<file path="src/rtl/oaht_pkg.sv">
`timescale 1ns / 1ps
// ----------------------------------------------------------------------------
// oaht_pkg
// Shared types and constants for the open-address hash table.
// ----------------------------------------------------------------------------
package oaht_pkg;

    localparam int DEF_SLOTS         = 1024;
    localparam int DEF_PERTURB_SHIFT = 5;
    localparam int KEY_W             = 32;
    localparam int SLOT_W            = 10;

    typedef enum logic [1:0] {
        KIND_LOOKUP = 2'd0,
        KIND_INSERT = 2'd1,
        KIND_DELETE = 2'd2,
        KIND_CLEAR  = 2'd3
    } kind_t;

    typedef enum logic [2:0] {
        ST_FOUND   = 3'd0,
        ST_ABSENT  = 3'd1,
        ST_NEW     = 3'd2,
        ST_UPDATED = 3'd3,
        ST_DELETED = 3'd4,
        ST_FULL    = 3'd5
    } status_t;

    localparam logic [1:0] TAG_EMPTY = 2'd0;
    localparam logic [1:0] TAG_LIVE  = 2'd1;
    localparam logic [1:0] TAG_TOMB  = 2'd2;

    typedef struct packed {
        kind_t             kind;
        logic [KEY_W-1:0]  key;
        logic [KEY_W-1:0]  hash_code;
        logic [KEY_W-1:0]  value;
    } in_word_t;

    typedef struct packed {
        status_t           status;
        logic [KEY_W-1:0]  value_out;
        logic [SLOT_W-1:0] slot;
    } out_word_t;

    // One table slot as held in the slot memory.
    typedef struct packed {
        logic [1:0]        tag;
        logic [KEY_W-1:0]  key;
        logic [KEY_W-1:0]  hash_code;
        logic [KEY_W-1:0]  value;
    } entry_t;

    typedef struct packed {
        logic start;
        logic step;
        logic commit;
        logic clr_wr;
    } dp_cmd_t;

    typedef struct packed {
        logic probe_done;
        logic clr_last;
        logic in_is_clear;
        logic out_free;
    } dp_stat_t;

endpackage

</file>
<file path="src/rtl/oaht_ctrl.sv">
`timescale 1ns / 1ps
// ----------------------------------------------------------------------------
// oaht_ctrl
// Sequencer for clearing sweeps, probing and result hand-off.
// ----------------------------------------------------------------------------
module oaht_ctrl
    import oaht_pkg::*;
(
    input  logic     clk,
    input  logic     rst_n,
    input  logic     in_valid,
    output logic     in_stall,
    input  dp_stat_t stat,
    output dp_cmd_t  cmd
);

    typedef enum logic [2:0] {
        S_BOOT,
        S_IDLE,
        S_CHECK,
        S_CLEAR,
        S_FIN
    } state_t;

    state_t state_reg;
    state_t state_next;
    logic   in_stall_reg;

    // Commands and next state.
    always_comb
    begin
        cmd        = '0;
        state_next = state_reg;
        unique case (state_reg)
            S_BOOT:
            begin
                cmd.clr_wr = 1'b1;
                if (stat.clr_last)
                begin
                    state_next = S_IDLE;
                end
            end
            S_IDLE:
            begin
                if (in_valid && !in_stall_reg)
                begin
                    cmd.start  = 1'b1;
                    state_next = stat.in_is_clear ? S_CLEAR : S_CHECK;
                end
            end
            S_CHECK:
            begin
                if (!stat.probe_done)
                begin
                    cmd.step = 1'b1;
                end
                else if (stat.out_free)
                begin
                    cmd.commit = 1'b1;
                    state_next = S_IDLE;
                end
            end
            S_CLEAR:
            begin
                cmd.clr_wr = 1'b1;
                if (stat.clr_last)
                begin
                    state_next = S_FIN;
                end
            end
            S_FIN:
            begin
                if (stat.out_free)
                begin
                    cmd.commit = 1'b1;
                    state_next = S_IDLE;
                end
            end
            default:
            begin
                state_next = S_IDLE;
            end
        endcase
    end

    // State and registered stall.
    always_ff @(posedge clk or negedge rst_n)
    begin
        if (!rst_n)
        begin
            state_reg    <= S_BOOT;
            in_stall_reg <= 1'b1;
        end
        else
        begin
            state_reg    <= state_next;
            in_stall_reg <= (state_next != S_IDLE);
        end
    end

    assign in_stall = in_stall_reg;

endmodule

</file>
<file path="config.mk">
export PLATFORM = sky130hd
export DESIGN_NAME = oaht_ctrl
export DESIGN_NICKNAME = d
export VERILOG_FILES = /design/src/rtl/oaht_pkg.sv /design/src/rtl/oaht_ctrl.sv
export SDC_FILE = /design/constraint.sdc
export NUM_CORES = 1
export LEC_CHECK = 0
export BUFFER_PORTS_ARGS = -buffer_cell sky130_fd_sc_hd__buf_2
export CORE_AREA = 2 2 39 41
export CTS_CLUSTER_SIZE = 8
export DETAILED_ROUTE_END_ITERATION = 10
export DIE_AREA = 0 0 41 43
export PLACE_DENSITY_LB_ADDON = 0.05
export SKIP_CTS_REPAIR_TIMING = 1
export SLEW_MARGIN = 20
export SYNTH_ARGS = -nofsm -noshare
export SYNTH_HDL_FRONTEND = slang
export SYNTH_SLANG_ARGS = --single-unit
export TNS_END_PERCENT = 5
</file>
<file path="constraint.sdc">
create_clock -name clk -period 1.8 [get_ports clk]
set_clock_uncertainty 0.15 [all_clocks]
set_input_delay 0.45 -clock clk [delete_from_list [all_inputs] [get_ports clk]]
set_output_delay 0.45 -clock clk [all_outputs]
set_load 0.1 [all_outputs]
</file>
==> impl_results.md <==
* WL/cell at 12.10 µm
* Kind of critical path: reg2out
* IO Count at 12
* Most used DFF post-synth: dfrtp_1
* Area delta synth->final at 122.5%
* CP arrival at 1340 ps
* Layout cell share with drive strength beyond 1 at 67.27%
* Htree depth at 1
* Chip Width at 41 µm
* Worst-Margin Slew at 299.0 ps
* Synth Cell Area at 272.8 µm²
* Hold EP: state_reg[2]
* Die Y at 43 µm
* First-pass GRT wire length at 1200 µm
* Final setup violation count at 4
* Worst skew pair latency at 240 ps
* M1 GR Usage at 11.94%
* Pwr Density at 2054 nW/µm²
* Yosys reg bits at 4
* Routability cong. at 0.7626
* R2r setup slk at 130 ps
* Drt first pass iters at 2
* Fin crit period at 1936 ps
* Data required time of the worst path at 1200 ps
* Total die area at 1763 µm²
* Rel. slew slack at 80.00%
* DR vias at 328
* Max FFs per register at 3
* Max Slew Vio Count at 0
* Leading cell types in the layout, fill and taps excluded: buf_4 (7), buf_2 (6), buf_12 (5)
* Worst VDD drop at 0.001187 V
* CTS tree: done
* Antenna viol nets, final at 0
* Number of antenna diodes at 0
* Fin area at 606.8 µm²
* RSZ-0062 raised after global routing: yes
* Vias in the first global route at 307
* Min Hold Slack at 351.7 ps
* Worst r2r path cells at 5
* All-Layer GR Usage at 10.55%
* P_leak at 0.2716 nW
* GRT busiest layer: met2
* Starting density of the core at 19.71%
* Syn Inst Count at 30
* Fmax at 516.4 MHz
* Fin cells at 71
* Syn avg cell area at 9.092 µm²
* CTS max path bufs at 2
* CP Capture Type: primary output
* Hold path depth at 2
* Row count at 14
* DR DRC count at 0
* Reg2reg start: state_reg[2]
* Cells after DPL at 60
* Grt met3 use at 2.618%
* Synth Net Count at 37
* IO buf count at 11
* CTS root buf: clkbuf_4
* Max-cap violation count at 0
* Core ar. at 1384 µm²
* Final worst-path cycle share at 107.6%
* GR Util met2 at 15.00%
* Yosys cell types at 22
* Worst hold path type: in2reg
* Area occupied by multi-input gates at 225.2 µm²
* Dpl hpwl at 604 µm
* Final worst slack at -136.4 ps
* Worst setup SP type: flip-flop
* Failing checks: setup timing
* Gr ovfl total at 0
* DP Area at 484.2 µm²
* Initial antenna violation count at 0
* Fillers at 136
* 1st-iter DRT viols at 2
* Sequential cell area at 106.4 µm²
* Clock slew at reported path FFs at 40 ps
* Routed WL at 859 µm
* Fin nets at 63
* Commonest non-fill, non-tap cell in the layout: buf_4
* Status: finished, violations left
* Async SR Flop Fraction at 100.0%
* Fin. Hold Viols at 0
* CTS sink count at 4
* Largest net degree at the start of global routing at 7
* Vias per Instance at 4.620
* Worst-path fanout max at 4
* Hold path startpoint: stat[0]
* Cts bufs inserted at 3
* Number of synthesized flops with an enable pin at 0
* Yosys warns at 0
* Seq/Total Area, Yosys at 37.16%
* R2r endpoint: state_reg[0]
==> report_power, final <==
part,internal (mW),switching (mW),total (mW)
logic,0.414,0.516,0.930
registers,0.146,0.0518,0.198
clock network,0.0830,0.0358,0.119
total,0.643,0.603,1.25
==> critical path: stages (launching register included) <==
cell and delay [ps]:
dfrtp_1 430, buf_6 150, inv_4 60, nand2_4 60
nor3_4 210, buf_12 200
==> stage by stage <==
stage	total power [mW]	utilization, %	setup slack (ps)	TNS (ps)
6_report	1.247	43.85	-136.4	-466.8
2_1_floorplan	0.7048	-	-155.5	-444.0
5_1_grt	1.316	43.85	-190.2	-707.5
4_1_cts	1.112	36.89	-204.3	-702.0
3_3_place_gp	0.9809	34.99	60.67	0
3_5_place_dp	0.9851	34.99	51.24	0
==> synthesized netlist by cell type, types with 2 or more instances <==
cell type / instances / area (µm²)
dfrtp_1: 3 / 75.07
inv_1: 3 / 11.26
nand2_1: 3 / 11.26
a21oi_1: 2 / 10.01
nand3b_1: 2 / 15.01
==> layout make-up <==
class,instances,area share [%]
clock buffer,4,4.330
inverter,3,2.268
multi-input combinational,23,37.11
sequential,4,17.53
tap,16,3.299
timing repair buffer,21,35.46
==> routing by layer <==
metal	wire length, µm	share of wire [%]	vias up
li1	-	-	158
met1	304	35	160
met2	508	59	10
met3	46	5.4	0
met4	0	0	0
met5	0	0	-
==> cell families after synthesis <==
logic type	share of synthesized area, %
compound gates	22.02
simple gates	36.70
flops	37.16
buf+inv	4.128
==> worst max-delay path by stage <==
| stage | endpoint | from |
|---|---|---|
| 6_report | cmd[2] | state_reg[2] |
| 3_5_place_dp | cmd[3] | state_reg[1] |
| 4_1_cts | cmd[3] | state_reg[1] |
| 3_3_place_gp | cmd[3] | state_reg[1] |
| 5_1_grt | cmd[2] | state_reg[2] |
| 2_1_floorplan | cmd[2] | state_reg[2] |
Note: power is estimated with default switching activity, not from simulation.
